===== src/rtl/fbe_pkg.sv =====
// ----------------------------------------------------------------------------
// fbe_pkg
// shared types, widths, constants and polynomial coefficients of the
// fourier basis evaluator
// ----------------------------------------------------------------------------
package fbe_pkg;

  localparam int MAX_ORDER  = 16;
  localparam int PHASE_BITS = 16;

  localparam int ORDER_W = 5;
  localparam int SCALE_W = 16;
  localparam int PHASE_W = 16;
  localparam int INDEX_W = 6;
  localparam int VALUE_W = 16;
  localparam int DERIV_W = 28;
  localparam int MAG_W   = VALUE_W - 1;
  localparam int ORD_W   = $clog2(MAX_ORDER + 1);
  localparam int KS_W    = SCALE_W + ORD_W;

  localparam int MUL_W   = 31;
  localparam int PROD_W  = 2 * MUL_W;
  localparam int FRAC    = 30;
  localparam int Z_SHIFT = 32 - PHASE_BITS;

  localparam int ADDR_W = 3;
  localparam int DATA_W = 32;

  localparam logic REG_ORDER = 1'b0;
  localparam logic REG_SCALE = 1'b1;

  localparam logic [ORDER_W-1:0] ORDER_RST = ORDER_W'(16);
  localparam logic [SCALE_W-1:0] SCALE_RST = SCALE_W'(256);

  localparam logic [VALUE_W-1:0] ONE_Q14 = VALUE_W'(16384);
  localparam logic [MAG_W-1:0]   ONE_MAG = MAG_W'(16384);

  localparam logic [31:0] COEF1 = 32'd1686629713;
  localparam logic [31:0] COEF3 = 32'd693598668;
  localparam logic [31:0] COEF5 = 32'd85569306;
  localparam logic [31:0] COEF7 = 32'd5026994;
  localparam logic [31:0] COEF9 = 32'd172272;

  typedef struct packed {
    logic [ORDER_W-1:0] order;
    logic [SCALE_W-1:0] deriv_scale;
  } cfg_t;

  typedef enum logic [3:0] {
    ST_IDLE,
    ST_TERM0,
    ST_SQ,
    ST_HORN,
    ST_RND,
    ST_KS,
    ST_DKS,
    ST_DSIN,
    ST_DFIN,
    ST_EMC,
    ST_EMS
  } fbe_state_t;

  // coefficient for each horner step, subtracted from the product at steps 1 to 4
  function automatic logic [31:0] horner_coef(input logic [2:0] step);
    logic [31:0] c;
    case (step)
      3'd1:    c = COEF7;
      3'd2:    c = COEF5;
      3'd3:    c = COEF3;
      3'd4:    c = COEF1;
      default: c = COEF9;
    endcase
    return c;
  endfunction

endpackage


===== src/rtl/fbe_if.sv =====
// ----------------------------------------------------------------------------
// fbe_if
// valid/ready channels carrying the angle words and the basis term words
// ----------------------------------------------------------------------------
interface fbe_in_if import fbe_pkg::*; ();
  logic               valid;
  logic               ready;
  logic [PHASE_W-1:0] phase;
  logic               in_range;

  modport source (output valid, phase, in_range, input ready);
  modport sink   (input valid, phase, in_range, output ready);
endinterface

interface fbe_out_if import fbe_pkg::*; ();
  logic               valid;
  logic               ready;
  logic [INDEX_W-1:0] basis_index;
  logic [VALUE_W-1:0] value;
  logic [DERIV_W-1:0] deriv;
  logic               last;

  modport source (output valid, basis_index, value, deriv, last, input ready);
  modport sink   (input valid, basis_index, value, deriv, last, output ready);
endinterface


===== src/rtl/fbe_regs.sv =====
// ----------------------------------------------------------------------------
// fbe_regs
// apb configuration registers: order and derivative scale
// ----------------------------------------------------------------------------
module fbe_regs import fbe_pkg::*; (
  input  logic              clk,
  input  logic              rst,
  input  logic              psel,
  input  logic              penable,
  input  logic              pwrite,
  input  logic [ADDR_W-1:0] paddr,
  input  logic [DATA_W-1:0] pwdata,
  output logic [DATA_W-1:0] prdata,
  output logic              pready,
  output cfg_t              cfg
);

  logic wr_en;

  assign pready = 1'b1;
  assign wr_en  = psel && penable && pwrite;

  always_ff @(posedge clk) begin
    if (rst) begin
      cfg.order       <= ORDER_RST;
      cfg.deriv_scale <= SCALE_RST;
    end else if (wr_en) begin
      case (paddr[2])
        REG_ORDER: cfg.order       <= pwdata[ORDER_W-1:0];
        REG_SCALE: cfg.deriv_scale <= pwdata[SCALE_W-1:0];
        default: ;
      endcase
    end
  end

  always_comb begin
    case (paddr[2])
      REG_ORDER: prdata = DATA_W'(cfg.order);
      REG_SCALE: prdata = DATA_W'(cfg.deriv_scale);
      default:   prdata = '0;
    endcase
  end

endmodule


===== src/rtl/fbe_mul.sv =====
// ----------------------------------------------------------------------------
// fbe_mul
// shared unsigned multiplier with registered product
// ----------------------------------------------------------------------------
module fbe_mul import fbe_pkg::*; (
  input  logic              clk,
  input  logic [MUL_W-1:0]  mul_a,
  input  logic [MUL_W-1:0]  mul_b,
  output logic [PROD_W-1:0] prod
);

  always_ff @(posedge clk) begin
    prod <= PROD_W'(mul_a) * PROD_W'(mul_b);
  end

endmodule


===== src/rtl/fbe_core.sv =====
// ----------------------------------------------------------------------------
// fbe_core
// sequencer and datapath: phase accumulation, quarter-wave polynomial sine,
// derivative products and output word register
// ----------------------------------------------------------------------------
module fbe_core import fbe_pkg::*; (
  input  logic              clk,
  input  logic              rst,
  input  cfg_t              cfg,
  fbe_in_if.sink            angle,
  fbe_out_if.source         terms,
  output logic [MUL_W-1:0]  mul_a,
  output logic [MUL_W-1:0]  mul_b,
  input  logic [PROD_W-1:0] prod
);

  localparam int PB = PHASE_BITS;
  localparam logic [PB-1:0] QUARTER_A = {2'b01, {(PB-2){1'b0}}};
  localparam logic [PB-2:0] QUARTER_X = {1'b1, {(PB-2){1'b0}}};
  localparam logic [PROD_W-1:0] DMAX_POS = PROD_W'(2**(DERIV_W-1) - 1);
  localparam logic [PROD_W-1:0] DMAX_NEG = PROD_W'(2**(DERIV_W-1));

  fbe_state_t state, state_next;

  logic [2:0]         hstep;
  logic [ORD_W-1:0]   harmonic_counter;
  logic [ORD_W-1:0]   ord;
  logic [PHASE_W-1:0] held_phase;
  logic               held_in_range;
  logic [PB-1:0]      ang;
  logic               do_cos;
  logic [MUL_W-1:0]   zreg;
  logic [MUL_W-1:0]   z2;
  logic               neg;
  logic [VALUE_W-1:0] sin_v;
  logic [VALUE_W-1:0] cos_v;
  logic [KS_W-1:0]    ksreg;
  logic [DERIV_W-1:0] dcos;
  logic [DERIV_W-1:0] dsin;

  logic               out_valid;
  logic [INDEX_W-1:0] out_index;
  logic [VALUE_W-1:0] out_value;
  logic [DERIV_W-1:0] out_deriv;
  logic               out_last;

  logic               out_free;
  logic               load;
  logic [PB-1:0]      sel_ang;
  logic [1:0]         quad;
  logic [PB-2:0]      xval;
  logic [MUL_W-1:0]   z_calc;
  logic [31:0]        prod_hi;
  logic [MUL_W-1:0]   t_calc;
  logic [32:0]        y_rnd;
  logic [16:0]        mag_full;
  logic [MAG_W-1:0]   mag;
  logic [VALUE_W-1:0] v_calc;
  logic [ORD_W-1:0]   ord_in;
  logic               is_last_k;

  function automatic logic [MAG_W-1:0] abs_val(input logic [VALUE_W-1:0] v);
    logic [VALUE_W-1:0] n;
    n = -v;
    return v[VALUE_W-1] ? n[MAG_W-1:0] : v[MAG_W-1:0];
  endfunction

  function automatic logic [DERIV_W-1:0] sat_deriv(input logic [PROD_W-1:0] m,
                                                   input logic              is_neg,
                                                   input logic              ok);
    logic [DERIV_W-1:0] d;
    if (!ok) begin
      d = '0;
    end else if (is_neg) begin
      d = (m > DMAX_NEG) ? {1'b1, {(DERIV_W-1){1'b0}}} : -m[DERIV_W-1:0];
    end else begin
      d = (m > DMAX_POS) ? {1'b0, {(DERIV_W-1){1'b1}}} : m[DERIV_W-1:0];
    end
    return d;
  endfunction

  assign out_free  = !out_valid || terms.ready;
  assign is_last_k = (harmonic_counter == ord);
  assign ord_in    = (cfg.order > ORDER_W'(MAX_ORDER)) ? ORD_W'(MAX_ORDER)
                                                       : ORD_W'(cfg.order);

  // quarter-wave reduction of the current angle
  assign sel_ang = do_cos ? ang + QUARTER_A : ang;
  assign quad    = sel_ang[PB-1:PB-2];
  assign xval    = quad[0] ? QUARTER_X - {1'b0, sel_ang[PB-3:0]} : {1'b0, sel_ang[PB-3:0]};
  assign z_calc  = MUL_W'(xval) << Z_SHIFT;

  assign prod_hi = prod[FRAC+31:FRAC];
  assign t_calc  = MUL_W'(horner_coef(hstep) - prod_hi);

  // round to q14, clamp and apply half-turn sign
  assign y_rnd    = {1'b0, prod_hi} + 33'd32768;
  assign mag_full = y_rnd[32:16];
  assign mag      = (mag_full > 17'(ONE_MAG)) ? ONE_MAG : mag_full[MAG_W-1:0];
  assign v_calc   = neg ? -{1'b0, mag} : {1'b0, mag};

  always_comb begin
    mul_a = '0;
    mul_b = '0;
    case (state)
      ST_SQ: begin
        mul_a = z_calc;
        mul_b = z_calc;
      end
      ST_HORN: begin
        if (hstep == 3'd0) begin
          mul_a = prod[FRAC+MUL_W-1:FRAC];
          mul_b = MUL_W'(COEF9);
        end else if (hstep == 3'd4) begin
          mul_a = zreg;
          mul_b = t_calc;
        end else begin
          mul_a = z2;
          mul_b = t_calc;
        end
      end
      ST_KS: begin
        mul_a = MUL_W'(harmonic_counter);
        mul_b = MUL_W'(cfg.deriv_scale);
      end
      ST_DKS: begin
        mul_a = MUL_W'(prod[KS_W-1:0]);
        mul_b = MUL_W'(abs_val(sin_v));
      end
      ST_DSIN: begin
        mul_a = MUL_W'(ksreg);
        mul_b = MUL_W'(abs_val(cos_v));
      end
      default: ;
    endcase
  end

  always_comb begin
    state_next = state;
    load       = 1'b0;
    case (state)
      ST_IDLE:  if (angle.valid) state_next = ST_TERM0;
      ST_TERM0: begin
        if (out_free) begin
          load       = 1'b1;
          state_next = (ord == '0) ? ST_IDLE : ST_SQ;
        end
      end
      ST_SQ:    state_next = ST_HORN;
      ST_HORN:  if (hstep == 3'd4) state_next = ST_RND;
      ST_RND:   state_next = do_cos ? ST_KS : ST_SQ;
      ST_KS:    state_next = ST_DKS;
      ST_DKS:   state_next = ST_DSIN;
      ST_DSIN:  state_next = ST_DFIN;
      ST_DFIN:  state_next = ST_EMC;
      ST_EMC: begin
        if (out_free) begin
          load       = 1'b1;
          state_next = ST_EMS;
        end
      end
      ST_EMS: begin
        if (out_free) begin
          load       = 1'b1;
          state_next = is_last_k ? ST_IDLE : ST_SQ;
        end
      end
      default:  state_next = ST_IDLE;
    endcase
  end

  always_ff @(posedge clk) begin
    if (rst) begin
      state <= ST_IDLE;
    end else begin
      state <= state_next;
    end
  end

  always_ff @(posedge clk) begin
    if (rst) begin
      hstep            <= '0;
      harmonic_counter <= '0;
      ord              <= '0;
      held_phase       <= '0;
      held_in_range    <= 1'b0;
      ang              <= '0;
      do_cos           <= 1'b0;
    end else begin
      case (state)
        ST_IDLE: begin
          if (angle.valid) begin
            held_phase       <= angle.phase;
            held_in_range    <= angle.in_range;
            ord              <= ord_in;
            harmonic_counter <= ORD_W'(1);
            ang              <= PB'($unsigned(angle.phase));
            do_cos           <= 1'b0;
          end
        end
        ST_SQ:   hstep <= '0;
        ST_HORN: hstep <= hstep + 3'd1;
        ST_RND:  if (!do_cos) do_cos <= 1'b1;
        ST_EMS: begin
          if (out_free && !is_last_k) begin
            harmonic_counter <= harmonic_counter + ORD_W'(1);
            ang              <= ang + PB'($unsigned(held_phase));
            do_cos           <= 1'b0;
          end
        end
        default: ;
      endcase
    end
  end

  always_ff @(posedge clk) begin
    case (state)
      ST_SQ: begin
        zreg <= z_calc;
        neg  <= quad[1];
      end
      ST_HORN: if (hstep == 3'd0) z2 <= prod[FRAC+MUL_W-1:FRAC];
      ST_RND: begin
        if (do_cos) begin
          cos_v <= v_calc;
        end else begin
          sin_v <= v_calc;
        end
      end
      ST_DKS:  ksreg <= prod[KS_W-1:0];
      ST_DSIN: dcos  <= sat_deriv(prod, !sin_v[VALUE_W-1], held_in_range);
      ST_DFIN: dsin  <= sat_deriv(prod, cos_v[VALUE_W-1], held_in_range);
      default: ;
    endcase
  end

  // output word register
  always_ff @(posedge clk) begin
    if (rst) begin
      out_valid <= 1'b0;
    end else if (load) begin
      out_valid <= 1'b1;
    end else if (terms.ready) begin
      out_valid <= 1'b0;
    end
  end

  always_ff @(posedge clk) begin
    if (load) begin
      case (state)
        ST_TERM0: begin
          out_index <= '0;
          out_value <= ONE_Q14;
          out_deriv <= '0;
          out_last  <= (ord == '0);
        end
        ST_EMC: begin
          out_index <= INDEX_W'({harmonic_counter, 1'b0}) - INDEX_W'(1);
          out_value <= cos_v;
          out_deriv <= dcos;
          out_last  <= 1'b0;
        end
        default: begin
          out_index <= INDEX_W'({harmonic_counter, 1'b0});
          out_value <= sin_v;
          out_deriv <= dsin;
          out_last  <= is_last_k;
        end
      endcase
    end
  end

  assign angle.ready       = (state == ST_IDLE);
  assign terms.valid       = out_valid;
  assign terms.basis_index = out_index;
  assign terms.value       = out_value;
  assign terms.deriv       = out_deriv;
  assign terms.last        = out_last;

endmodule


===== src/rtl/fourier_basis_evaluator.sv =====
// ----------------------------------------------------------------------------
// fourier_basis_evaluator
// For each phase word the block emits 2*order+1 basis terms, with order
// capped at 16, in index order: the constant term, then cos(k*phase) and
// sin(k*phase) in q1.14 for each harmonic k with their derivatives scaled
// by k and deriv_scale, zeroed when in_range is low, with last set on the
// final term. An angle is taken while the block is idle, the constant
// term goes out first, and each harmonic then runs through the datapath
// around the single shared 31x31 multiplier, which runs the squared
// argument, five horner steps per sine, the harmonic scale and both
// derivative products in turn (15 issues, with a rounding step after each
// sine and a saturation step), and then hands out its cosine and sine
// terms. No angle is accepted while a run is in progress.
// ----------------------------------------------------------------------------
module fourier_basis_evaluator import fbe_pkg::*; (
  input  logic              clk,
  input  logic              rst,
  fbe_in_if.sink            angle,
  fbe_out_if.source         terms,
  input  logic              psel,
  input  logic              penable,
  input  logic              pwrite,
  input  logic [ADDR_W-1:0] paddr,
  input  logic [DATA_W-1:0] pwdata,
  output logic [DATA_W-1:0] prdata,
  output logic              pready
);

  cfg_t              cfg;
  logic [MUL_W-1:0]  mul_a;
  logic [MUL_W-1:0]  mul_b;
  logic [PROD_W-1:0] prod;

  fbe_regs u_regs (
    .clk     (clk),
    .rst     (rst),
    .psel    (psel),
    .penable (penable),
    .pwrite  (pwrite),
    .paddr   (paddr),
    .pwdata  (pwdata),
    .prdata  (prdata),
    .pready  (pready),
    .cfg     (cfg)
  );

  fbe_mul u_mul (
    .clk   (clk),
    .mul_a (mul_a),
    .mul_b (mul_b),
    .prod  (prod)
  );

  fbe_core u_core (
    .clk   (clk),
    .rst   (rst),
    .cfg   (cfg),
    .angle (angle),
    .terms (terms),
    .mul_a (mul_a),
    .mul_b (mul_b),
    .prod  (prod)
  );

endmodule


===== src/flat_wrapper.sv =====
// flat-port wrapper written by rule: the top's interface ports become plain ports
module fourier_basis_evaluator_flat import fbe_pkg::*;
  (clk, rst, psel, penable, pwrite, paddr, pwdata, prdata, pready, angle_valid, angle_phase, angle_in_range, angle_ready, terms_valid, terms_basis_index, terms_value, terms_deriv, terms_last, terms_ready);
  fbe_in_if angle_i ();
  fbe_out_if terms_i ();
  input  logic clk;
  input  logic rst;
  input  logic psel;
  input  logic penable;
  input  logic pwrite;
  input  logic [ADDR_W-1:0] paddr;
  input  logic [DATA_W-1:0] pwdata;
  output logic [DATA_W-1:0] prdata;
  output logic pready;
  input wire logic [$bits(angle_i.valid)-1:0] angle_valid;
  input wire logic [$bits(angle_i.phase)-1:0] angle_phase;
  input wire logic [$bits(angle_i.in_range)-1:0] angle_in_range;
  output wire logic [$bits(angle_i.ready)-1:0] angle_ready;
  output wire logic [$bits(terms_i.valid)-1:0] terms_valid;
  output wire logic [$bits(terms_i.basis_index)-1:0] terms_basis_index;
  output wire logic [$bits(terms_i.value)-1:0] terms_value;
  output wire logic [$bits(terms_i.deriv)-1:0] terms_deriv;
  output wire logic [$bits(terms_i.last)-1:0] terms_last;
  input wire logic [$bits(terms_i.ready)-1:0] terms_ready;
  assign angle_i.valid = angle_valid;
  assign angle_i.phase = angle_phase;
  assign angle_i.in_range = angle_in_range;
  assign angle_ready = angle_i.ready;
  assign terms_valid = terms_i.valid;
  assign terms_basis_index = terms_i.basis_index;
  assign terms_value = terms_i.value;
  assign terms_deriv = terms_i.deriv;
  assign terms_last = terms_i.last;
  assign terms_i.ready = terms_ready;
  fourier_basis_evaluator u_core (.clk(clk), .rst(rst), .angle(angle_i), .terms(terms_i), .psel(psel), .penable(penable), .pwrite(pwrite), .paddr(paddr), .pwdata(pwdata), .prdata(prdata), .pready(pready));
endmodule

===== config.mk =====
export PLATFORM = sky130hd
export DESIGN_NAME = fourier_basis_evaluator_flat
export DESIGN_NICKNAME = d
export VERILOG_FILES = /design/src/rtl/fbe_pkg.sv /design/src/rtl/fbe_if.sv /design/src/rtl/fbe_regs.sv /design/src/rtl/fbe_mul.sv /design/src/rtl/fbe_core.sv /design/src/rtl/fourier_basis_evaluator.sv /design/src/flat_wrapper.sv
export SDC_FILE = /design/constraint.sdc
export NUM_CORES = 2
export LEC_CHECK = 0
export BUFFER_PORTS_ARGS = -buffer_cell sky130_fd_sc_hd__buf_4
export CAP_MARGIN = 20
export CORE_MARGIN = 2
export CORE_UTILIZATION = 53
export DETAILED_ROUTE_END_ITERATION = 8
export PLACE_DENSITY = 0.7
export SLEW_MARGIN = 25
export SYNTH_ARGS = -nofsm -noshare
export SYNTH_HDL_FRONTEND = slang
export SYNTH_SLANG_ARGS = --single-unit
export TNS_END_PERCENT = 100

===== constraint.sdc =====
create_clock -name clk -period 17.83 [get_ports clk]
set_input_delay 0.8915 -clock clk [delete_from_list [all_inputs] [get_ports clk]]
set_output_delay 0.8915 -clock clk [all_outputs]
set_load 0.02 [all_outputs]

==> out/results.txt <==
Worst setup EP type: flip-flop
WS Path Type: flip-flop to flip-flop
DRT Wirelength: 154600 microns
Yosys top cell by area: fa_1
via count: 40465
GRT Overall Usage: 32.13%
Lkg Pwr: 0.02460 uW
row count: 112
TritonCTS Buffers: 36
WP data required: 18.29 ns
Via density: 5.882
post-synth top area share: 33.64%
cts hold-fix bufs: 0
number of synthesized flops with an enable pin: 207
detailed placement HPWL: 117900 microns
CTS root buf: clkbuf_16
setup TNS: 0 ns
core area: 93330 sq um
cell area after layout: 53400 sq um
Sink Count: 342
vias in the first global route: 40995
CP Launch Point: u_core.u_core.hstep[0]
Hold Crit Start: u_core.u_core.held_phase[4]
fin crit share: 71.15%
outcome: complete, no violations
port bufs: 109
Yosys warnings: 0
DIE WIDTH: 310.9 microns
Cell Area, Synth: 49930 sq um
max incr delay on CP: 0.74 ns
hold slack: 0.4628 ns
largest net degree at the start of global routing: 74
crit path max fanout: 13
CP Launch Type: flip-flop
post-layout min period: 12.69 ns
critical path arrival: 13.14 ns
Rel. slew slack: 22.86%
Crit path max-delay family: adder cells
max cap viols: 0
PwrDens: 57.32 nW/um^2
TritonCTS clock tree: built
peak supply drop: 82.23 uV
synthesis-stage register bit count: 342
sequential fraction of the synthesis area: 17.86%
clock slew at reported path FFs: 0.07 ns
Crit path buffers/inverters: 5
Top FF cell, synth: edfxtp_1
layout cells sized above 1: 6.830%
initial antenna violation count: 1
Area after DPL: 52110 sq um
Post-synth top cells: inv_1 (1036), fa_1 (839), nand2_1 (739), nor2_1 (528), ha_1 (309)
Final nets: 6802
Syn-to-layout area delta: 6.952%
Gates resized, CTS repair: 0
Initial Util: 53.50%
CP max stage cell: a221oi_1
Worst-Margin Slew: 1.149 ns
Initial DRC Count: 3938
top cells by area, synth: fa_1 (34%), edfxtp_1 (12%), inv_1 (7.8%), ha_1 (7.7%), nand2_1 (5.6%)
WL/cell: 22.47 microns
Die Footprint: 96670 sq um
clk_lat worst skew: 0.55 ns
Worst Skew: 0.01497 ns
Peak Freq: 0.07883 GHz
htree depth: 2
fin. max-slew vios: 0
asr flop ratio synth: 0%
# fillers: 8400
reg-to-reg critical path startpoint: u_core.u_core.hstep[0]
Mapped Cells: 5654
Tightest Hold Check Type: flip-flop to flip-flop
Hold Violations, Final: 0
area occupied by multi-input gates: 36050 sq um
unrepaired setup endpoints after global routing: false
post-CTS setup buffer count: 0
Worst path most repeated cell: fa_1
DRC violations left: 0
Final ANT Viol Nets: 0
sequential cell area: 8919 sq um
die height: 310.9 microns
first-pass GRT wire length: 239200 microns
clock buffer depth: 3
# setup viols final: 0
most common cell in the netlist: inv_1
gp weighted congestion: 1.012
post-synth cell types: 91
post-synthesis area per instance: 8.831 sq um
io pins: 145
grt ovf: 0
1st-pass router iterations: 6
## routing by layer
layer  routed length, microns  track usage, %
met5                       11               0
met4                     8627           14.91
met3                    15380           6.705
met2                    70600           50.73
met1                    59960           42.63
## area by class of cell
type / count / share of cell area [%]
clock inverter: 21 / 0.5131
inverter: 1038 / 7.297
tap: 1254 / 2.938
multi-input combinational: 3954 / 67.52
antenna: 3 / 0.01406
sequential: 342 / 16.70
clock buffer: 44 / 1.882
timing repair buffer: 223 / 3.135
## flip-flops by register name, indices dropped and copies added (netlist names)
signal                           flops
u_core.u_core.terms.deriv           28
u_core.u_core.harmonic_counter       5
u_core.u_core.state                  4
u_core.u_core.neg                    1
u_core.u_core.sin_v                 16
u_core.u_core.held_in_range          1
u_core.u_core.terms.last             1
u_core.u_core.terms.valid            1
u_core.u_regs.cfg                   21
u_core.u_core.ord                    5
u_core.u_core.held_phase            16
u_core.u_mul.prod                   62
u_core.u_core.hstep                  3
u_core.u_core.ksreg                 21
u_core.u_core.z2                    31
u_core.u_core.dcos                  28
u_core.u_core.terms.value           16
u_core.u_core.ang                   16
u_core.u_core.terms.basis_index      6
u_core.u_core.zreg                  15
u_core.u_core.dsin                  28
u_core.u_core.do_cos                 1
u_core.u_core.cos_v                 16
## path summary, 6_finish.rpt
kind	end	slack, ns	depth (start not counted)
hold / removal	u_core.u_core.held_phase[4]	0.46	2
hold reg to reg	u_core.u_core.held_phase[4]	0.46	2
setup reg to reg	u_core.u_mul.prod[59]	5.14	36
setup / recovery	u_core.u_mul.prod[59]	5.14	36
## report_power, final
part | switching [uW] | internal [uW]
sequential | 64.5 | 958
clock | 340 | 491
combinational | 833 | 374
## worst min-delay path, cell delays in order (launching register included)
cell and delay (ns):
dfxtp_1 0.31, nand2_1 0.05, a21oi_1 0.05
## logic make-up (layout without fill, tap and decap cells)
group,after synthesis,count (layout),share of synthesized area [%]
mux,37,37,0.7744
simple gates,1745,1745,15.43
xor+xnor,159,159,2.804
buf+inv,1373,1326,10.59
flops,342,342,17.86
compound gates,848,848,11.14
fa+ha+maj,1148,1148,41.38
other cells,2,20,0.01504
## cell usage in the layout (no fill, tap or decap), drive strengths merged, types with 11 or more instances in the layout
cell type,n
inv,1040
fa,839
nand2,739
nor2,538
ha,309
a21oi,231
buf,223
edfxtp,207
o21ai,182
dfxtp,135
and2,119
xnor2,89
nor3,73
xor2,70
nand3,60
a21o,58
a22o,55
clkbuf,44
nand2b,36
o22ai,32
nor2b,30
and3,30
a21boi,30
a211oi,28
a31oi,26
a221oi,26
nand4,25
nor4,25
o21a,24
mux2i,24
a221o,24
o31ai,22
or2,18
conb,17
o211ai,16
a22oi,15
o21bai,13
mux2,13
or3,12
a211o,11
## through the flow
step           power, uW  cells  util, %  setup slack [ns]
3_3_place_gp        2198   6811    55.83             5.669
2_1_floorplan       1803   5669        -             6.908
4_1_cts             3047   6876    57.21             5.493
6_report            3061   6879    57.22             5.144
3_5_place_dp        2220   6811    55.84             5.536
5_1_grt             3191   6876    57.21             4.768
No activity file was read; power rests on OpenSTA's default activity.
